$ cat config.mk
export PLATFORM = sky130hd
export DESIGN_NAME = i2c_master_command_sequencer_unit
export DESIGN_NICKNAME = d
export VERILOG_FILES = /design/src/hdl/i2cseq_pkg.sv /design/src/hdl/i2cseq_ram.sv /design/src/hdl/i2cseq_ctrl.sv /design/src/hdl/i2cseq_dp.sv /design/src/hdl/i2c_master_command_sequencer_unit.sv
export SDC_FILE = /design/constraint.sdc
export NUM_CORES = 1
export LEC_CHECK = 0
export ABC_AREA = 1
export BUFFER_PORTS_ARGS = -buffer_cell sky130_fd_sc_hd__buf_2
export CAP_MARGIN = 0
export CORE_MARGIN = 2
export CORE_UTILIZATION = 57
export CTS_BUF_LIST = sky130_fd_sc_hd__clkbuf_8
export DETAILED_ROUTE_END_ITERATION = 8
export PLACE_DENSITY_LB_ADDON = 0.25
export SYNTH_ARGS = -nofsm -noshare
export SYNTH_HDL_FRONTEND = slang
export SYNTH_SLANG_ARGS = --single-unit
$ cat constraint.sdc
create_clock -name clk -period 2.6 [get_ports clk]
set_input_delay 0.39 -clock clk [delete_from_list [all_inputs] [get_ports clk]]
set_output_delay 0.39 -clock clk [all_outputs]
set_load 0.005 [all_outputs]
$ cat src/hdl/i2cseq_pkg.sv
// Shared types, codes and constants for the two-wire bus master command sequencer.
// No dependencies; the controller, datapath and top level import this package.
package i2cseq_pkg;

    // Default number of entries in each ring.
    localparam int RING_DEPTH_DEF = 16;

    localparam int BYTE_W = 8;

    // Input operation selector (carried on the slave-side tuser).
    localparam logic [1:0] OP_PUSH_CMD = 2'd0;
    localparam logic [1:0] OP_PUSH_TAG = 2'd1;
    localparam logic [1:0] OP_STATUS   = 2'd2;

    // Bus status codes after masking the low three bits.
    localparam logic [7:0] BS_MASK         = 8'hF8;
    localparam logic [7:0] BS_START        = 8'h08;
    localparam logic [7:0] BS_RESTART      = 8'h10;
    localparam logic [7:0] BS_SLA_W_ACK    = 8'h18;
    localparam logic [7:0] BS_SLA_W_NACK   = 8'h20;
    localparam logic [7:0] BS_DATA_TX_ACK  = 8'h28;
    localparam logic [7:0] BS_DATA_TX_NACK = 8'h30;
    localparam logic [7:0] BS_SLA_R_ACK    = 8'h40;
    localparam logic [7:0] BS_SLA_R_NACK   = 8'h48;
    localparam logic [7:0] BS_DATA_RX_ACK  = 8'h50;
    localparam logic [7:0] BS_DATA_RX_NACK = 8'h58;

    // Special command bytes.
    localparam logic [7:0] CMD_STOP    = 8'hFF;
    localparam logic [7:0] CMD_RESTART = 8'hFE;

    typedef enum logic [2:0] {
        ACT_NONE      = 3'd0,
        ACT_TX        = 3'd1,
        ACT_STOP      = 3'd2,
        ACT_RESTART   = 3'd3,
        ACT_READ_NACK = 3'd4,
        ACT_ABORT     = 3'd5
    } action_t;

    // Decoded class of an input beat.
    typedef enum logic [2:0] {
        K_NOP      = 3'd0,
        K_PUSH_CMD = 3'd1,
        K_PUSH_TAG = 3'd2,
        K_TX       = 3'd3,
        K_DECIDE   = 3'd4,
        K_READ     = 3'd5,
        K_NACK     = 3'd6,
        K_ABORT    = 3'd7
    } kind_t;

    typedef enum logic {
        ST_IDLE  = 1'b0,
        ST_FETCH = 1'b1
    } state_t;

    // Controller to datapath.
    typedef struct packed {
        logic in_ready;
        logic capture;
        logic push_cmd;
        logic push_tag;
        logic pop_cmd;
        logic pop_tag;
        logic load_imm;
        logic load_fetched;
    } seq_cmd_t;

    // Datapath to controller.
    typedef struct packed {
        logic  in_valid;
        logic  out_free;
        kind_t kind;
    } seq_sts_t;

    typedef struct packed {
        action_t            action;
        logic [BYTE_W-1:0]  tx_byte;
        logic               ack_enable;
        logic               read_valid;
        logic [BYTE_W-1:0]  read_dest;
        logic [BYTE_W-1:0]  read_byte;
    } result_t;

endpackage

$ cat src/hdl/i2cseq_ram.sv
// Generic single-write, single-read RAM with a registered read port.
// No dependencies.
module i2cseq_ram #(
    parameter int WIDTH = 8,
    parameter int DEPTH = 16
) (
    input  logic                     clk,
    input  logic                     we,
    input  logic [$clog2(DEPTH)-1:0] waddr,
    input  logic [WIDTH-1:0]         wdata,
    input  logic [$clog2(DEPTH)-1:0] raddr,
    output logic [WIDTH-1:0]         rdata
);

    logic [WIDTH-1:0] mem [DEPTH];
    logic [WIDTH-1:0] rdata_reg;

    always_ff @(posedge clk)
    begin
        if (we)
        begin
            mem[waddr] <= wdata;
        end
        rdata_reg <= mem[raddr];
    end

    assign rdata = rdata_reg;

endmodule

$ cat src/hdl/i2cseq_ctrl.sv
// Controller state machine of the command sequencer: sequences accept, ring fetch
// and result load. Depends on i2cseq_pkg.
module i2cseq_ctrl (
    input  logic                  clk,
    input  logic                  rst_n,
    input  i2cseq_pkg::seq_sts_t  sts,
    output i2cseq_pkg::seq_cmd_t  cmd
);

    import i2cseq_pkg::*;

    state_t state_reg;
    state_t state_next;
    logic   accept;
    logic   needs_fetch;

    assign needs_fetch = (sts.kind == K_TX) || (sts.kind == K_DECIDE) || (sts.kind == K_READ);
    assign accept      = (state_reg == ST_IDLE) && sts.in_valid && sts.out_free;

    always_ff @(posedge clk or negedge rst_n)
    begin
        if (!rst_n)
        begin
            state_reg <= ST_IDLE;
        end
        else
        begin
            state_reg <= state_next;
        end
    end

    always_comb
    begin
        state_next = state_reg;
        unique case (state_reg)
            ST_IDLE:
            begin
                if (accept && needs_fetch)
                begin
                    state_next = ST_FETCH;
                end
            end
            ST_FETCH:
            begin
                if (sts.out_free)
                begin
                    state_next = ST_IDLE;
                end
            end
            default:
            begin
                state_next = ST_IDLE;
            end
        endcase
    end

    always_comb
    begin
        cmd = '0;
        unique case (state_reg)
            ST_IDLE:
            begin
                cmd.in_ready = sts.out_free;
                cmd.capture  = accept;
                cmd.push_cmd = accept && (sts.kind == K_PUSH_CMD);
                cmd.push_tag = accept && (sts.kind == K_PUSH_TAG);
                cmd.pop_cmd  = accept && needs_fetch;
                cmd.pop_tag  = accept && (sts.kind == K_READ);
                cmd.load_imm = accept && !needs_fetch;
            end
            ST_FETCH:
            begin
                cmd.load_fetched = sts.out_free;
            end
            default:
            begin
                cmd = '0;
            end
        endcase
    end

`ifndef SYNTHESIS
    // A popping status always enters the fetch state to read the ring.
    a_pop_enters_fetch: assert property (@(posedge clk) disable iff (!rst_n)
        cmd.pop_cmd |=> (state_reg == ST_FETCH))
        else $error("pop did not enter fetch");

    // A fetched result is held back while the output register stays full.
    a_fetch_waits: assert property (@(posedge clk) disable iff (!rst_n)
        (state_reg == ST_FETCH && !sts.out_free) |=> (state_reg == ST_FETCH))
        else $error("fetch left while output busy");
`endif

endmodule

$ cat src/hdl/i2cseq_dp.sv
// Datapath of the command sequencer: ring pointers, ring RAMs, decode and output
// register. Depends on i2cseq_pkg and i2cseq_ram.
module i2cseq_dp #(
    parameter int RING_DEPTH = i2cseq_pkg::RING_DEPTH_DEF
) (
    input  logic                  clk,
    input  logic                  rst_n,
    input  i2cseq_pkg::seq_cmd_t  cmd,
    output i2cseq_pkg::seq_sts_t  sts,
    input  logic                  in_valid,
    input  logic [1:0]            operation,
    input  logic [7:0]            cmd_byte,
    input  logic [7:0]            read_tag,
    input  logic [7:0]            bus_status,
    input  logic [7:0]            rx_data,
    output logic                  out_valid,
    input  logic                  out_ready,
    output i2cseq_pkg::result_t   out_result
);

    import i2cseq_pkg::*;

    localparam int PTR_W = $clog2(RING_DEPTH);
    localparam logic [PTR_W-1:0] PTR_LAST = PTR_W'(RING_DEPTH - 1);

    logic [PTR_W-1:0] cmd_wr_ptr_reg, cmd_wr_ptr_next;
    logic [PTR_W-1:0] cmd_rd_ptr_reg, cmd_rd_ptr_next;
    logic [PTR_W-1:0] tag_wr_ptr_reg, tag_wr_ptr_next;
    logic [PTR_W-1:0] tag_rd_ptr_reg, tag_rd_ptr_next;

    kind_t       kind;
    kind_t       kind_reg;
    logic [7:0]  rx_reg;
    logic [7:0]  cmd_rdata;
    logic [7:0]  tag_rdata;
    result_t     imm_result;
    result_t     fetched_result;
    result_t     out_reg, out_next;
    logic        out_valid_reg, out_valid_next;

    function automatic logic [PTR_W-1:0] advance(input logic [PTR_W-1:0] p);
        logic [PTR_W-1:0] n;
        begin
            n = (p == PTR_LAST) ? '0 : p + PTR_W'(1);
            return n;
        end
    endfunction

    // Input decode.
    always_comb
    begin
        kind = K_NOP;
        unique case (operation)
            OP_PUSH_CMD: kind = K_PUSH_CMD;
            OP_PUSH_TAG: kind = K_PUSH_TAG;
            OP_STATUS:
            begin
                unique case (bus_status & BS_MASK)
                    BS_START, BS_RESTART:                       kind = K_TX;
                    BS_SLA_W_ACK, BS_DATA_TX_ACK, BS_DATA_TX_NACK: kind = K_DECIDE;
                    BS_DATA_RX_ACK, BS_DATA_RX_NACK:            kind = K_READ;
                    BS_SLA_R_ACK:                               kind = K_NACK;
                    BS_SLA_W_NACK, BS_SLA_R_NACK:               kind = K_ABORT;
                    default:                                    kind = K_NOP;
                endcase
            end
            default: kind = K_NOP;
        endcase
    end

    assign sts.in_valid = in_valid;
    assign sts.out_free = !out_valid_reg || out_ready;
    assign sts.kind     = kind;

    // Pointers advance before the access, so the RAM address is the next value.
    assign cmd_wr_ptr_next = cmd.push_cmd ? advance(cmd_wr_ptr_reg) : cmd_wr_ptr_reg;
    assign tag_wr_ptr_next = cmd.push_tag ? advance(tag_wr_ptr_reg) : tag_wr_ptr_reg;
    assign cmd_rd_ptr_next = cmd.pop_cmd  ? advance(cmd_rd_ptr_reg) : cmd_rd_ptr_reg;
    assign tag_rd_ptr_next = cmd.pop_tag  ? advance(tag_rd_ptr_reg) : tag_rd_ptr_reg;

    always_ff @(posedge clk or negedge rst_n)
    begin
        if (!rst_n)
        begin
            cmd_wr_ptr_reg <= '0;
            cmd_rd_ptr_reg <= '0;
            tag_wr_ptr_reg <= '0;
            tag_rd_ptr_reg <= '0;
            out_valid_reg  <= 1'b0;
        end
        else
        begin
            cmd_wr_ptr_reg <= cmd_wr_ptr_next;
            cmd_rd_ptr_reg <= cmd_rd_ptr_next;
            tag_wr_ptr_reg <= tag_wr_ptr_next;
            tag_rd_ptr_reg <= tag_rd_ptr_next;
            out_valid_reg  <= out_valid_next;
        end
    end

    i2cseq_ram #(.WIDTH(BYTE_W), .DEPTH(RING_DEPTH)) u_cmd_ring (
        .clk   (clk),
        .we    (cmd.push_cmd),
        .waddr (cmd_wr_ptr_next),
        .wdata (cmd_byte),
        .raddr (cmd_rd_ptr_next),
        .rdata (cmd_rdata)
    );

    i2cseq_ram #(.WIDTH(BYTE_W), .DEPTH(RING_DEPTH)) u_tag_ring (
        .clk   (clk),
        .we    (cmd.push_tag),
        .waddr (tag_wr_ptr_next),
        .wdata (read_tag),
        .raddr (tag_rd_ptr_next),
        .rdata (tag_rdata)
    );

    // Payload captured with the beat for use once the ring data is back.
    always_ff @(posedge clk)
    begin
        if (cmd.capture)
        begin
            kind_reg <= kind;
            rx_reg   <= rx_data;
        end
        out_reg <= out_next;
    end

    always_comb
    begin
        imm_result = '0;
        unique case (kind)
            K_NACK:  imm_result.action = ACT_READ_NACK;
            K_ABORT: imm_result.action = ACT_ABORT;
            default: imm_result.action = ACT_NONE;
        endcase
    end

    always_comb
    begin
        fetched_result = '0;
        unique case (kind_reg)
            K_TX:
            begin
                fetched_result.action     = ACT_TX;
                fetched_result.tx_byte    = cmd_rdata;
                fetched_result.ack_enable = 1'b1;
            end
            K_DECIDE, K_READ:
            begin
                fetched_result.ack_enable = 1'b1;
                if (cmd_rdata == CMD_STOP)
                begin
                    fetched_result.action = ACT_STOP;
                end
                else if (cmd_rdata == CMD_RESTART)
                begin
                    fetched_result.action = ACT_RESTART;
                end
                else
                begin
                    fetched_result.action  = ACT_TX;
                    fetched_result.tx_byte = cmd_rdata;
                end
                if (kind_reg == K_READ)
                begin
                    fetched_result.read_valid = 1'b1;
                    fetched_result.read_dest  = tag_rdata;
                    fetched_result.read_byte  = rx_reg;
                end
            end
            default: fetched_result = '0;
        endcase
    end

    always_comb
    begin
        out_next       = out_reg;
        out_valid_next = out_valid_reg;
        priority if (cmd.load_imm)
        begin
            out_next       = imm_result;
            out_valid_next = 1'b1;
        end
        else if (cmd.load_fetched)
        begin
            out_next       = fetched_result;
            out_valid_next = 1'b1;
        end
        else if (out_ready)
        begin
            out_valid_next = 1'b0;
        end
    end

    assign out_valid  = out_valid_reg;
    assign out_result = out_reg;

`ifndef SYNTHESIS
    // Any load leaves a beat waiting at the output.
    a_load_sets_valid: assert property (@(posedge clk) disable iff (!rst_n)
        (cmd.load_imm || cmd.load_fetched) |=> out_valid_reg)
        else $error("load did not present a beat");

    // The command read pointer moves only on a pop.
    a_rd_ptr_only_on_pop: assert property (@(posedge clk) disable iff (!rst_n)
        !cmd.pop_cmd |=> $stable(cmd_rd_ptr_reg))
        else $error("command read pointer moved without a pop");
`endif

endmodule

$ cat src/hdl/i2c_master_command_sequencer_unit.sv
// Top level of the two-wire bus master command sequencer.
// Depends on i2cseq_pkg, i2cseq_ctrl, i2cseq_dp and i2cseq_ram.
//
// Usage: each slave-side beat carries an operation on s_tuser: push a command
// byte into the command ring, push a destination tag into the tag ring, or
// report a bus status. Every accepted beat produces exactly one master-side
// beat, in order. For a status the block pops the next command and answers
// with the bus action to take (transmit, stop, repeated start); read statuses
// also pop a tag and hand back the received byte with it. Address-missing-ack
// statuses answer at once with abort, read-address-ack with read-without-ack.
// Pushes and statuses that pop nothing load the output register on acceptance;
// statuses that pop a ring pass through the fetch state first, because the
// ring RAMs have a registered read port, and take no new beat until it ends.
// Other beats are taken at one beat per cycle while m_tready stays high.
// The rings have no full or empty checks and wrap silently; popping an entry
// never written returns undefined data.
// Reset clears the ring pointers and empties the output register; the ring
// contents are left undefined. A stalled receiver (m_tready low) holds the
// result in the output register and drops s_tready until it is taken; one new
// beat may be accepted in the cycle the waiting result is taken.
module i2c_master_command_sequencer_unit #(
    parameter int RING_DEPTH = i2cseq_pkg::RING_DEPTH_DEF
) (
    input  logic        clk,
    input  logic        rst_n,
    input  logic        s_tvalid,
    output logic        s_tready,
    input  logic [31:0] s_tdata,   // cmd_byte[7:0], read_tag[15:8], bus_status[23:16],
                                   // rx_data[31:24]
    input  logic [1:0]  s_tuser,   // operation[1:0]
    output logic        m_tvalid,
    input  logic        m_tready,
    output logic [31:0] m_tdata,   // tx_byte[7:0], ack_enable[8], read_valid[9],
                                   // read_dest[17:10], read_byte[25:18], zero[31:26]
    output logic [2:0]  m_tuser    // action[2:0]
);

    import i2cseq_pkg::*;

    seq_cmd_t cmd;
    seq_sts_t sts;
    result_t  result;

    i2cseq_ctrl u_ctrl (
        .clk   (clk),
        .rst_n (rst_n),
        .sts   (sts),
        .cmd   (cmd)
    );

    i2cseq_dp #(.RING_DEPTH(RING_DEPTH)) u_dp (
        .clk        (clk),
        .rst_n      (rst_n),
        .cmd        (cmd),
        .sts        (sts),
        .in_valid   (s_tvalid),
        .operation  (s_tuser),
        .cmd_byte   (s_tdata[7:0]),
        .read_tag   (s_tdata[15:8]),
        .bus_status (s_tdata[23:16]),
        .rx_data    (s_tdata[31:24]),
        .out_valid  (m_tvalid),
        .out_ready  (m_tready),
        .out_result (result)
    );

    assign s_tready = cmd.in_ready;
    assign m_tuser  = result.action;
    assign m_tdata  = {6'd0, result.read_byte, result.read_dest, result.read_valid,
                       result.ack_enable, result.tx_byte};

endmodule
==> impl_metrics.env <==
export IMPL_critical_path_startpoint_type="flop"
export IMPL_drive_gt1_share_pct=15.22
export IMPL_fp_row_count=57
export IMPL_routed_wl_met2_um=14270
export IMPL_crit_path_end_kind="flop"
export IMPL_synthDominantCellAreaShare_pct=57.14
export IMPL_ys_warn_count=0
export IMPL_finalHoldViolCount=0
export IMPL_worst_pin_slew_ps=580.1
export IMPL_min_period_over_period_pct=91.80
export IMPL_area_growth_synth_to_final_pct=15.42
export IMPL_slew_viol_final=0
export IMPL_dp_hpwl_um=19890
export IMPL_min_period_ps=2387
export IMPL_grt_total_usage_pct=23.61
export IMPL_ir_worst_vdd_uv=573.5
export IMPL_grt_pass1_vias=9333
export IMPL_synth_cell_type_count=37
export IMPL_vias=9809
export IMPL_tritoncts="built"
export IMPL_ys_seq_elements=330
export IMPL_max_freq_mhz=419.0
export IMPL_skew_ps=23.56
export IMPL_finalSetupTns_ps=0
export IMPL_numCtsBuffers=51
export IMPL_ios=75
export IMPL_critical_path_peak_fanout=50
export IMPL_ys_seq_area_share_pct=66.24
export IMPL_dieWidth_um=161.8
export IMPL_dr_pass1_iters=5
export IMPL_grt_pass1_wl_um=48090
export IMPL_p_leak_nw=7.298
export IMPL_cp_required_ps=3020
export IMPL_gp_congestion=0.8729
export IMPL_die_area_um2=26170
export IMPL_yosysTopAreaCell="edfxtp_1"
export IMPL_floorplan_initialDensity_pct=58.18
export IMPL_postSynth_asyncResetShare_pct=5.455
export IMPL_coreArea_um2=24390
export IMPL_rsz0062_at_grt="no"
export IMPL_min_path_type="primary input to flop"
export IMPL_routed_via_density=5.160
export IMPL_drv_cap=0
export IMPL_setup_viol=0
export IMPL_ys_flop_type="edfxtp_1"
export IMPL_clk_pin_slew_ps=60
export IMPL_ys_top_cells_by_count="nand2_1 (342), edfxtp_1 (270), inv_1 (260)"
export IMPL_wl_um=30240
export IMPL_drt_iter0_markers=978
export IMPL_post_drt_wl_per_cell_um=15.91
export IMPL_insertion_delay_ps=580
export IMPL_cts_buffer_depth=3
export IMPL_htree_levels=2
export IMPL_grt_overflow=0
export IMPL_stdcell_area_um2=16380
export IMPL_die_y_um=161.8
export IMPL_cts_sinks=330
export IMPL_yosysMostFrequentCell="nand2_1"
export IMPL_grt_start_max_net_pins=51
export IMPL_numPortBuffers=65
export IMPL_synth_area_um2=14190
export IMPL_slew_headroom_pct=61.22
export IMPL_cts_root_buf="clkbuf_8"
export IMPL_synth_enable_flop_cells=270
export IMPL_nets=1580
export IMPL_crit_type="flop to flop"
export IMPL_n_antenna_cell=0
export IMPL_antenna_found_initial=0
export IMPL_power_per_cell_area_nw_per_um2=840.5
export IMPL_crit_arrival_ps=2810
export IMPL_syn_area_per_cell_um2=10.20
export IMPL_drcViolationCount=0
export IMPL_ant_nets=0
export IMPL_placed_cell_area_um2=15290
export IMPL_wl_met1_um=13130
export IMPL_status="complete, no violations"
export IMPL_wl_met3_um=2077
export IMPL_synthTopCellsByArea="edfxtp_1 (57%), nand2_1 (9.0%), nand3_1 (8.1%), inv_1 (6.9%), dfxtp_1 (5.9%)"
export IMPL_synthCells=1391
export IMPL_routed_top_layer="met4"
==> final cells by class <==
| class | count | area (um^2) |
|---|---|---|
| Clock buffer | 60 | 825.8 |
| Tap cell | 324 | 405.4 |
| Sequential cell | 330 | 9399 |
| Inverter | 265 | 998.5 |
| Multi-Input combinational cell | 748 | 3537 |
| Timing Repair Buffer | 142 | 1051 |
| Fill cell | 1847 | 8013 |
| Clock inverter | 32 | 161.4 |
==> routing by layer <==
layer	GRT usage [%]	vias up
li1	-	4816
met1	33.41	4575
met2	37.81	355
met3	3.626	63
met4	8.085	0
met5	0	-
==> final timing paths <==
kind                                        startpoint                  endpoint  slack (ps)  cells past startpoint
min in group asynchronous                        rst_n    u_dp.cmd_rd_ptr_reg[2]         280                      2
worst max register to register  u_dp.tag_rd_ptr_reg[0]  u_dp.u_tag_ring.rdata[4]         210                     13
max in group asynchronous                        rst_n    u_dp.cmd_wr_ptr_reg[3]        2010                      2
worst min-delay path                          m_tready          u_ctrl.state_reg         230                      5
worst max-delay path            u_dp.tag_rd_ptr_reg[0]  u_dp.u_tag_ring.rdata[4]         210                     13
worst min register to register     u_dp.out_result[16]       u_dp.out_result[16]         440                      2
==> logic make-up after synthesis <==
kind of cell             count (synthesis)  share of synthesized area (%)
XOR/XNOR                                 4                         0.3792
flip-flops                             330                          66.24
adder cells (fa/ha/maj)                  4                         0.3527
AO/OA/AOI/OAI                           48                          2.116
buffers and inverters                  318                          9.109
other                                    1                        0.02643
AND/OR/NAND/NOR                        686                          21.78
==> report_power, final <==
part	total [mW]	switching, mW	internal [mW]
registers	6.20	0.148	6.05
clock network	4.10	1.91	2.19
logic	3.47	2.29	1.17
==> worst max-delay path, cell delays in order (launching register included) <==
cell and delay, ps:
dfrtp_1 420, ha_1 210, inv_1 110, nor3_1 70, or2_2 280, nand3b_1 160, nand2_1 120, buf_12 240
buf_4 200, nand2_1 50, nand3_1 60, nand3_1 100, nand3_1 90, nand2_1 100
==> placed cells by master (no fill, tap or decap), drive strengths merged <==
master | netlist | routed
inv | 264 | 282
clkbuf | 6 | 60
clkinvlp | 0 | 2
o21ai | 36 | 36
a32o | 7 | 7
edfxtp | 270 | 270
a21oi | 4 | 4
dfrtp | 18 | 18
nor3 | 7 | 7
or2 | 2 | 2
dfxtp | 42 | 42
nand3b | 26 | 26
nor4 | 1 | 1
nand4 | 7 | 7
clkinv | 1 | 12
conb | 1 | 6
nor2 | 57 | 57
dlygate4sd3 | 0 | 9
bufinv | 0 | 1
buf | 47 | 133
and2 | 1 | 1
nand3 | 233 | 233
xor2 | 4 | 4
o211ai | 1 | 1
nand2 | 352 | 352
ha | 4 | 4
==> per-stage QoR <==
stage / worst slack [ps] / total power [mW] / hold slack (ps) / util [%] / instances
2_1_floorplan: 74.37 / 8.427 / 94.41 / - / 1396
3_3_place_gp: 80.24 / 9.624 / 349.9 / 62.67 / 1800
3_5_place_dp: -4.835 / 9.720 / 350.2 / 62.67 / 1800
4_1_cts: 33.68 / 13.83 / 199.9 / 67.09 / 1901
5_1_grt: 11.25 / 14.47 / 218.8 / 67.15 / 1901
6_report: 213.1 / 13.77 / 230.4 / 67.15 / 1901
==> repair_timing <==
action / CTS / global route
setup buffers: 0 / 0
gates resized for setup: 0 / 6
hold buffers: 9 / 0
hold endpoints to repair: 26 / 0
endpoints found under the setup margin: 0 / 84
No activity file was read; power rests on OpenSTA's default activity.
